## src/rtl/mwss_pkg.sv

```systemverilog
// ----------------------------------------------------------------------------
// Mecanum wheel setpoint shaper package
// Shared payload types, register and mode codes, and fixed-point constants.
// ----------------------------------------------------------------------------
`default_nettype none

package mwss_pkg;

  typedef enum logic [1:0] {
    TargetOff    = 2'd0,
    TargetNormal = 2'd1,
    TargetStatic = 2'd2,
    TargetSpare  = 2'd3
  } mwss_target_e;

  typedef enum logic {
    InputSticks = 1'b0,
    InputKeys   = 1'b1
  } mwss_input_e;

  typedef enum logic [2:0] {
    RegRcCenter      = 3'd0,
    RegRcDeadband    = 3'd1,
    RegRcGain        = 3'd2,
    RegKeySpeed      = 3'd3,
    RegKeyTurnSpeed  = 3'd4,
    RegWheelLimit    = 3'd5,
    RegBoostGap      = 3'd6,
    RegBoostMinSpeed = 3'd7
  } mwss_reg_e;

  localparam int unsigned AddrWidth = 5;

  // Q16 factors.
  localparam logic signed [17:0] QBoostFactor = 18'sd1311;
  localparam logic signed [17:0] QAwayFactor  = -18'sd65470;
  localparam logic signed [17:0] QBrakeFactor = -18'sd58982;
  localparam logic [14:0]        QSlowFactor  = 15'd28836;

  localparam logic signed [19:0] CmdMax = 20'sd524287;
  localparam logic signed [19:0] CmdMin = -20'sd524288;

  typedef struct packed {
    logic [1:0]  target;
    logic        input_mode;
    logic [10:0] stick_x;
    logic [10:0] stick_y;
    logic [10:0] stick_turn;
    logic        key_forward;
    logic        key_back;
    logic        key_left;
    logic        key_right;
    logic        key_slow;
    logic        mouse_left;
    logic        mouse_right;
  } mwss_in_t;

  typedef struct packed {
    logic signed [15:0] wheel_a;
    logic signed [15:0] wheel_b;
    logic signed [15:0] wheel_c;
    logic signed [15:0] wheel_d;
    logic               power_off;
  } mwss_out_t;

  typedef struct packed {
    logic        ramp_mode;
    logic        boost_en;
    logic [14:0] boost_gap;
    logic [14:0] boost_min_speed;
  } mwss_shape_ctrl_t;

endpackage

`default_nettype wire

```

## src/rtl/mwss_cmd_shaper.sv

```systemverilog
// ----------------------------------------------------------------------------
// Command shaper
// Updates one stored command from its raw speed: boost in normal mode, slow
// ramp and fast brake in static mode, saturated to the command range.
// ----------------------------------------------------------------------------
`default_nettype none

module mwss_cmd_shaper (
  input  logic signed [19:0]         raw_i,
  input  logic signed [19:0]         cmd_i,
  input  mwss_pkg::mwss_shape_ctrl_t ctrl_i,
  output logic signed [19:0]         cmd_o
);

  logic signed [20:0] diff;
  logic        [20:0] diff_abs;
  logic signed [19:0] min_speed;
  logic               boost_hit;
  logic               away;
  logic               use_mult;
  logic signed [17:0] factor;
  logic signed [38:0] prod;
  logic signed [38:0] sum;
  logic signed [38:0] sum_adj;
  logic signed [22:0] quot;
  logic signed [19:0] quot_sat;

  assign diff      = $signed({raw_i[19], raw_i}) - $signed({cmd_i[19], cmd_i});
  assign diff_abs  = diff[20] ? 21'(-diff) : 21'(diff);
  assign min_speed = $signed({5'b0, ctrl_i.boost_min_speed});
  assign boost_hit = (diff_abs > {6'b0, ctrl_i.boost_gap}) &&
                     ((raw_i > min_speed) || (raw_i < -min_speed));
  assign away      = ((raw_i > 20'sd0) && (raw_i > cmd_i)) ||
                     ((raw_i < 20'sd0) && (raw_i < cmd_i));

  always_comb begin
    if (ctrl_i.ramp_mode) begin
      factor = away ? mwss_pkg::QAwayFactor : mwss_pkg::QBrakeFactor;
    end else begin
      factor = mwss_pkg::QBoostFactor;
    end
  end

  assign prod    = 39'(factor) * 39'(diff);
  assign sum     = $signed({{3{raw_i[19]}}, raw_i, 16'h0000}) + prod;
  // Division by 65536 rounds toward zero.
  assign sum_adj = sum[38] ? sum + 39'sd65535 : sum;
  assign quot    = $signed(sum_adj[38:16]);

  always_comb begin
    if (quot > 23'(mwss_pkg::CmdMax)) begin
      quot_sat = mwss_pkg::CmdMax;
    end else if (quot < 23'(mwss_pkg::CmdMin)) begin
      quot_sat = mwss_pkg::CmdMin;
    end else begin
      quot_sat = quot[19:0];
    end
  end

  assign use_mult = ctrl_i.ramp_mode || (ctrl_i.boost_en && boost_hit);
  assign cmd_o    = use_mult ? quot_sat : raw_i;

endmodule

`default_nettype wire

```

## src/rtl/mecanum_wheel_setpoint_shaper_unit.sv

```systemverilog
// ----------------------------------------------------------------------------
// Mecanum wheel setpoint shaper
// Forms chassis speeds from sticks or keys, shapes them into stored commands
// and mixes them into four saturated mecanum wheel setpoints.
// ----------------------------------------------------------------------------
// The block takes one transaction per clock cycle while the output side is not
// stalled and returns one result per transaction, in order. A transaction
// passes the raw speed register, the command register (where the stored side,
// forward and turn commands are updated, one multiplier per command) and the
// output register that holds the mixed and saturated wheel setpoints.
// Power-off transactions give zero setpoints with the power-off flag and leave
// the stored commands untouched.
`default_nettype none

module mecanum_wheel_setpoint_shaper_unit (
  input  logic                              clk_i,
  input  logic                              rst_ni,
  input  logic                              in_valid_i,
  output logic                              in_ready_o,
  input  mwss_pkg::mwss_in_t                in_data_i,
  output logic                              out_valid_o,
  input  logic                              out_ready_i,
  output mwss_pkg::mwss_out_t               out_data_o,
  input  logic                              psel,
  input  logic                              penable,
  input  logic                              pwrite,
  input  logic [mwss_pkg::AddrWidth-1:0]    paddr,
  input  logic [31:0]                       pwdata,
  output logic [31:0]                       prdata,
  output logic                              pready
);

  function automatic logic signed [19:0] stick_raw(input logic [10:0] ch,
                                                   input logic [10:0] center,
                                                   input logic [9:0]  deadband,
                                                   input logic [7:0]  gain);
    logic        [12:0] hi;
    logic signed [12:0] lo;
    logic signed [11:0] offset;
    logic signed [20:0] prod;
    hi     = {2'b0, center} + {3'b0, deadband};
    lo     = $signed({2'b0, center}) - $signed({3'b0, deadband});
    offset = $signed({1'b0, center}) - $signed({1'b0, ch});
    prod   = 21'(offset) * 21'($signed({1'b0, gain}));
    if (({2'b0, ch} > hi) || ($signed({2'b0, ch}) < lo)) begin
      return prod[19:0];
    end
    return 20'sd0;
  endfunction

  function automatic logic signed [19:0] key_raw(input logic        plus,
                                                 input logic        minus,
                                                 input logic [14:0] speed,
                                                 input logic        slow);
    logic [29:0] scaled;
    logic [14:0] mag;
    scaled = 30'(speed) * 30'(mwss_pkg::QSlowFactor);
    mag    = slow ? {1'b0, scaled[29:16]} : speed;
    if (plus && !minus) begin
      return $signed({5'b0, mag});
    end else if (minus && !plus) begin
      return -$signed({5'b0, mag});
    end
    return 20'sd0;
  endfunction

  function automatic logic signed [15:0] sat_wheel(input logic signed [21:0] v,
                                                   input logic [14:0]        lim);
    logic signed [21:0] lim_s;
    lim_s = $signed({7'b0, lim});
    if (v > lim_s) begin
      return lim_s[15:0];
    end else if (v < -lim_s) begin
      return 16'(-lim_s);
    end
    return v[15:0];
  endfunction

  // Configuration registers.
  logic [10:0] rc_center_q;
  logic [9:0]  rc_deadband_q;
  logic [7:0]  rc_gain_q;
  logic [14:0] key_speed_q;
  logic [14:0] key_turn_speed_q;
  logic [14:0] wheel_limit_q;
  logic [14:0] boost_gap_q;
  logic [14:0] boost_min_speed_q;

  logic                cfg_write;
  mwss_pkg::mwss_reg_e cfg_sel;

  assign pready    = 1'b1;
  assign cfg_write = psel && penable && pwrite && pready;
  assign cfg_sel   = mwss_pkg::mwss_reg_e'(paddr[mwss_pkg::AddrWidth-1:2]);

  always_ff @(posedge clk_i or negedge rst_ni) begin
    if (!rst_ni) begin
      rc_center_q       <= 11'd1024;
      rc_deadband_q     <= 10'd20;
      rc_gain_q         <= 8'd10;
      key_speed_q       <= 15'd2500;
      key_turn_speed_q  <= 15'd1500;
      wheel_limit_q     <= 15'd10000;
      boost_gap_q       <= 15'd100;
      boost_min_speed_q <= 15'd1000;
    end else if (cfg_write) begin
      unique case (cfg_sel)
        mwss_pkg::RegRcCenter:      rc_center_q       <= pwdata[10:0];
        mwss_pkg::RegRcDeadband:    rc_deadband_q     <= pwdata[9:0];
        mwss_pkg::RegRcGain:        rc_gain_q         <= pwdata[7:0];
        mwss_pkg::RegKeySpeed:      key_speed_q       <= pwdata[14:0];
        mwss_pkg::RegKeyTurnSpeed:  key_turn_speed_q  <= pwdata[14:0];
        mwss_pkg::RegWheelLimit:    wheel_limit_q     <= pwdata[14:0];
        mwss_pkg::RegBoostGap:      boost_gap_q       <= pwdata[14:0];
        mwss_pkg::RegBoostMinSpeed: boost_min_speed_q <= pwdata[14:0];
        default: ;
      endcase
    end
  end

  always_comb begin
    unique case (cfg_sel)
      mwss_pkg::RegRcCenter:      prdata = {21'b0, rc_center_q};
      mwss_pkg::RegRcDeadband:    prdata = {22'b0, rc_deadband_q};
      mwss_pkg::RegRcGain:        prdata = {24'b0, rc_gain_q};
      mwss_pkg::RegKeySpeed:      prdata = {17'b0, key_speed_q};
      mwss_pkg::RegKeyTurnSpeed:  prdata = {17'b0, key_turn_speed_q};
      mwss_pkg::RegWheelLimit:    prdata = {17'b0, wheel_limit_q};
      mwss_pkg::RegBoostGap:      prdata = {17'b0, boost_gap_q};
      mwss_pkg::RegBoostMinSpeed: prdata = {17'b0, boost_min_speed_q};
      default:                    prdata = 32'b0;
    endcase
  end

  // Pipeline flow control.
  logic raw_valid_q, cmd_valid_q, out_valid_q;
  logic out_en, cmd_en, raw_en;

  assign out_en     = !out_valid_q || out_ready_i;
  assign cmd_en     = !cmd_valid_q || out_en;
  assign raw_en     = !raw_valid_q || cmd_en;
  assign in_ready_o = raw_en;

  always_ff @(posedge clk_i or negedge rst_ni) begin
    if (!rst_ni) begin
      raw_valid_q <= 1'b0;
      cmd_valid_q <= 1'b0;
      out_valid_q <= 1'b0;
    end else begin
      if (raw_en) begin
        raw_valid_q <= in_valid_i;
      end
      if (cmd_en) begin
        cmd_valid_q <= raw_valid_q;
      end
      if (out_en) begin
        out_valid_q <= cmd_valid_q;
      end
    end
  end

  // Raw speed stage.
  logic signed [19:0] raw_side_d, raw_fwd_d, raw_turn_d;
  logic signed [19:0] raw_side_q, raw_fwd_q, raw_turn_q;
  logic               raw_off_d, raw_static_d;
  logic               raw_off_q, raw_static_q;
  logic               raw_load;

  always_comb begin
    if (mwss_pkg::mwss_input_e'(in_data_i.input_mode) == mwss_pkg::InputSticks) begin
      raw_side_d = stick_raw(in_data_i.stick_x, rc_center_q, rc_deadband_q, rc_gain_q);
      raw_fwd_d  = stick_raw(in_data_i.stick_y, rc_center_q, rc_deadband_q, rc_gain_q);
      raw_turn_d = stick_raw(in_data_i.stick_turn, rc_center_q, rc_deadband_q, rc_gain_q);
    end else begin
      raw_side_d = key_raw(in_data_i.key_left, in_data_i.key_right, key_speed_q,
                           in_data_i.key_slow);
      raw_fwd_d  = key_raw(in_data_i.key_back, in_data_i.key_forward, key_speed_q,
                           in_data_i.key_slow);
      raw_turn_d = key_raw(in_data_i.mouse_left, in_data_i.mouse_right,
                           key_turn_speed_q, in_data_i.key_slow);
    end
  end

  assign raw_static_d = (mwss_pkg::mwss_target_e'(in_data_i.target) == mwss_pkg::TargetStatic);
  assign raw_off_d    = !raw_static_d &&
                        (mwss_pkg::mwss_target_e'(in_data_i.target) != mwss_pkg::TargetNormal);
  assign raw_load     = in_valid_i && raw_en;

  always_ff @(posedge clk_i) begin
    if (raw_load) begin
      raw_side_q   <= raw_side_d;
      raw_fwd_q    <= raw_fwd_d;
      raw_turn_q   <= raw_turn_d;
      raw_off_q    <= raw_off_d;
      raw_static_q <= raw_static_d;
    end
  end

  // Command stage.
  logic signed [19:0]         side_cmd_q, fwd_cmd_q, turn_cmd_q;
  logic signed [19:0]         side_cmd_d, fwd_cmd_d, turn_cmd_d;
  logic                       cmd_off_q;
  logic                       cmd_update;
  mwss_pkg::mwss_shape_ctrl_t move_ctrl, turn_ctrl;

  assign move_ctrl = '{ramp_mode:       raw_static_q,
                       boost_en:        1'b1,
                       boost_gap:       boost_gap_q,
                       boost_min_speed: boost_min_speed_q};
  assign turn_ctrl = '{ramp_mode:       raw_static_q,
                       boost_en:        1'b0,
                       boost_gap:       boost_gap_q,
                       boost_min_speed: boost_min_speed_q};

  mwss_cmd_shaper u_side_shaper (
    .raw_i  (raw_side_q),
    .cmd_i  (side_cmd_q),
    .ctrl_i (move_ctrl),
    .cmd_o  (side_cmd_d)
  );

  mwss_cmd_shaper u_fwd_shaper (
    .raw_i  (raw_fwd_q),
    .cmd_i  (fwd_cmd_q),
    .ctrl_i (move_ctrl),
    .cmd_o  (fwd_cmd_d)
  );

  mwss_cmd_shaper u_turn_shaper (
    .raw_i  (raw_turn_q),
    .cmd_i  (turn_cmd_q),
    .ctrl_i (turn_ctrl),
    .cmd_o  (turn_cmd_d)
  );

  assign cmd_update = cmd_en && raw_valid_q && !raw_off_q;

  always_ff @(posedge clk_i or negedge rst_ni) begin
    if (!rst_ni) begin
      side_cmd_q <= 20'sd0;
      fwd_cmd_q  <= 20'sd0;
      turn_cmd_q <= 20'sd0;
    end else if (cmd_update) begin
      side_cmd_q <= side_cmd_d;
      fwd_cmd_q  <= fwd_cmd_d;
      turn_cmd_q <= turn_cmd_d;
    end
  end

  always_ff @(posedge clk_i) begin
    if (cmd_en && raw_valid_q) begin
      cmd_off_q <= raw_off_q;
    end
  end

  // Mixing stage.
  logic signed [21:0]  s_ext, f_ext, t_ext;
  mwss_pkg::mwss_out_t out_d, out_q;

  assign s_ext = 22'(side_cmd_q);
  assign f_ext = 22'(fwd_cmd_q);
  assign t_ext = 22'(turn_cmd_q);

  always_comb begin
    if (cmd_off_q) begin
      out_d = '{wheel_a: 16'sd0, wheel_b: 16'sd0, wheel_c: 16'sd0, wheel_d: 16'sd0,
                power_off: 1'b1};
    end else begin
      out_d.wheel_a   = sat_wheel(-(s_ext + f_ext + t_ext), wheel_limit_q);
      out_d.wheel_b   = sat_wheel(s_ext - f_ext - t_ext, wheel_limit_q);
      out_d.wheel_c   = sat_wheel(-(s_ext - f_ext + t_ext), wheel_limit_q);
      out_d.wheel_d   = sat_wheel(s_ext + f_ext - t_ext, wheel_limit_q);
      out_d.power_off = 1'b0;
    end
  end

  always_ff @(posedge clk_i) begin
    if (out_en && cmd_valid_q) begin
      out_q <= out_d;
    end
  end

  assign out_valid_o = out_valid_q;
  assign out_data_o  = out_q;

endmodule

`default_nettype wire

```

## config.mk

```make
export PLATFORM = sky130hd
export DESIGN_NAME = mecanum_wheel_setpoint_shaper_unit
export DESIGN_NICKNAME = d
export VERILOG_FILES = /design/src/rtl/mwss_pkg.sv /design/src/rtl/mwss_cmd_shaper.sv /design/src/rtl/mecanum_wheel_setpoint_shaper_unit.sv
export SDC_FILE = /design/constraint.sdc
export NUM_CORES = 2
export LEC_CHECK = 0
export BUFFER_PORTS_ARGS = -buffer_cell sky130_fd_sc_hd__buf_4
export CAP_MARGIN = 20
export CORE_MARGIN = 1
export CORE_UTILIZATION = 45
export CTS_CLUSTER_DIAMETER = 100
export DETAILED_ROUTE_END_ITERATION = 7
export PLACE_DENSITY = 0.66
export SYNTH_ARGS = -nofsm -noshare
export SYNTH_HDL_FRONTEND = slang
export SYNTH_SLANG_ARGS = --single-unit
```

## constraint.sdc

```tcl
create_clock -name clk_i -period 9.1 [get_ports clk_i]
set_input_delay 1.82 -clock clk_i [delete_from_list [all_inputs] [get_ports clk_i]]
set_output_delay 1.82 -clock clk_i [all_outputs]
set_load 0.1 [all_outputs]
```

==> summary.txt <==
Final layout
  – Fraction of layout cells with a size suffix above 1: 20.1%
  – Nets: around 14000
  – Final core utilization: 55.1%
  – FILL cells: around 17000
  – Synth-to-layout area growth: 21.3%

Worst hold path
  – Hold Crit Depth: 1
  – Min-delay worst type: reg2reg
  – Hold Crit Start: cmd_valid_q

Global route
  – Antenna violations before repair: 13
  – Overall routing resource usage: 29.8%
  – First-pass GRT wire length: 446000 um
  – Vias in the first global route: between 70000 and 80000
  – GRT overflow: 0
  – Largest net degree at the start of global routing: 87

Worst setup path
  – Critical setup path kind: reg2reg
  – Crit. End Element: flop
  – Critical path depth in cells: 43
  – WP buf/inv: 9
  – CP dominant cell by count: fa_1
  – CP max stage delay: ~0.60 ns
  – Cells on worst reg2reg path: between 40 and 50
  – Critical Path RT: 9.59 ns
  – Crit path max fanout: 6
  – Cell family with most CP delay: adder cells
  – CP startpoint kind: flop
  – Reg2reg setup slack: -0.93 ns
  – R2R Path Start: raw_turn_q[0]
  – CP max stage cell: fa_1
  – Crit. Startpoint: raw_turn_q[0]
  – Crit path capture: turn_cmd_q[18]
  – Worst r2r dst: turn_cmd_q[18]
  – Worst Path Arrival: 10.53 ns

Drt
  – Met1 wire length: approximately 120000 um
  – Avg WL per Cell: 20.8 um
  – DRC viols: 0
  – Final WL: between 200000 and 300000 um
  – DR vias: 74900
  – DRT antenna net count: 0
  – Met3 wire length: 16300 um
  – Via density: 5.41
  – Met2 wire length: 137000 um
  – 1st-pass router iterations: 6
  – DRT iter0 DRCs: 5152
  – Top sig layer: met5

STA
  – Setup TNS: -39.18 ns
  – Fmax: 99.7 MHz
  – Slew at the pin closest to its max-slew limit: between 1 and 1.5 ns
  – Period utilization: 110%
  – Max-slew violations: 0
  – Setup ws final: -0.932 ns
  – Final hold vios: 0
  – Max-slew headroom: between 10% and 20%
  – Layout Skew: around 0.038 ns
  – Setup repair after global routing missed its margin: yes
  – Fin crit period: 10.03 ns
  – Final Setup Violations: 60

Synth
  – Main synth FF type: dfrtp_1
  – Sequential area share after synthesis: 9.32%
  – Asr flop ratio synth: 56.6%
  – Netlist cell types: 114
  – FF+latch count, synth: 295
  – Ys Warns: 0
  – Syn Area/Cell: a little under 9 um^2
  – Cell Area, Synth: ~87000 um^2
  – Cells after Synth: 9931
  – Post-synth EDFFs: 128

Place
  – Post-DP HPWL: 247000 um
  – Gpl congestion: around 1.0
  – Port buffer count: 149
  – Post-Place Setup Slack: -1.36 ns

Clocking
  – Clock transition at the registers of the reported paths: 0.06 ns
  – Clk buf depth: 3
  – Num CTS Buffers: 38
  – Clk_lat worst skew: 0.60 ns
  – Clk root buf: clkbuf_16
  – CTS Sinks: 295
  – H-tree depth: 2
  – CTS tree: built

Floorplanning
  – Die Width: approximately 440 um
  – Number of cell rows: 160
  – Ports: between 150 and 200
  – Die height: 440 um
  – Floorplan core area: 191000 um^2
  – Die area: 194000 um^2
  – Initial Utilization: a little under half

Flow run
  – Total of max-cap violations: 0

Status
  – Run status: finished, violations left
  – Failing checks: negative setup slack
[synth_stat cells (78+ instances only)]
library cell	instances	area share (%)
a211oi_1	112	0.97
a21o_1	154	1.3
a21oi_1	412	2.4
and2_1	218	1.6
clkbuf_1	185	0.80
dfrtp_1	136	3.9
edfxtp_1	128	4.4
fa_1	1105	26
ha_1	1540	22
inv_1	2217	9.6
nand2_1	570	2.5
nand2b_1	85	0.61
nand3_1	111	0.64
nand4_1	78	0.56
nor2_1	593	2.6
nor2b_1	96	0.69
nor3_1	179	1.0
o21a_1	109	0.95
o21ai_0	341	2.0
xnor2_1	367	3.7
xor2_1	163	1.7
[cells by family after synthesis]
kind of cell    count (synthesis)  share of synthesized area, %
compound gates               1658                          12.6
xor+xnor                      532                          5.40
fa+ha+maj                    2645                          47.8
buf+inv                      2467                          10.9
flops                         295                          9.32
mux                           124                          1.57
other cells                     2                       0.00868
simple gates                 2208                          12.4
[routing by layer]
layer	GRT usage (%)	vias to the layer above
met2	50.8	2172
met4	14.5	4
met5	0	-
met1	37.3	36900
met3	3.47	649
li1	-	35100
[registers in the layout, indices dropped and copies added, names as in the netlist, 8 cells and up]
signal and cells:
out_data_o 65, fwd_cmd_q 20, raw_fwd_q 20, raw_side_q 20
raw_turn_q 20, side_cmd_q 20, turn_cmd_q 20, boost_gap_q 15
boost_min_speed_q 15, key_speed_q 15, key_turn_speed_q 15, wheel_limit_q 15
rc_center_q 11, rc_deadband_q 10, rc_gain_q 8
[through the flow]
step / area, um^2 / cells / hold WS [ns]
after floorplan: 87500 / 9948 / 0.424
after global placement: 100000 / 13600 / 0.489
after detailed placement: 100000 / 13600 / 0.492
after CTS: 104000 / 13800 / 0.523
after global routing: 105000 / 13800 / 0.534
final: 105000 / 13800 / 0.518
[layout make-up]
cell class                 count  area (um^2)  share of cell area (%)
multi-input combinational   7187        72000                    68.6
timing repair buffer        1543        12100                    11.6
inverter                    2222         8360                    7.96
sequential                   295         8060                    7.68
tap                         2511         3140                    2.99
clock buffer                  45         1030                   0.980
clock inverter                23          224                   0.213
antenna                        2         5.00                 0.00477
[worst min path at each step]
stage	slack (ns)	endpoint
global route	0.53	cmd_off_q
floorplan	0.42	out_data_o[0]
finish	0.52	out_valid_o
detailed placement	0.49	cmd_off_q
global placement	0.49	out_valid_o
CTS	0.52	out_valid_o
[cells in the final DEF, fill, tap and decap left out, types with 55 or more instances in the layout]
cell type	count
inv_1	2184
ha_1	1487
buf_4	1475
fa_1	1082
nor2_1	540
nand2_1	538
a21oi_1	356
xnor2_1	352
o21ai_0	316
and2_1	206
nor3_1	162
xor2_1	153
a21o_1	149
dfrtp_1	136
edfxtp_1	128
o21a_1	106
nand3_1	102
a211oi_1	94
nor2b_1	93
nand2b_1	83
nand4_1	78
o21bai_1	71
mux2i_1	61
a21oi_2	57
mux2_2	56
o22ai_1	55
[what timing repair did]
action	4_1_cts	5_1_grt
cloned	4	0
pin swaps	202	130
gates resized for setup	330	152
buffers inserted	98	32
endpoints found under the setup margin	60	60
hold buffers	0	0
Power is left out: the tool's default activity adds up to more than one toggle a clock period on the data nets, which glitch-free logic cannot reach.
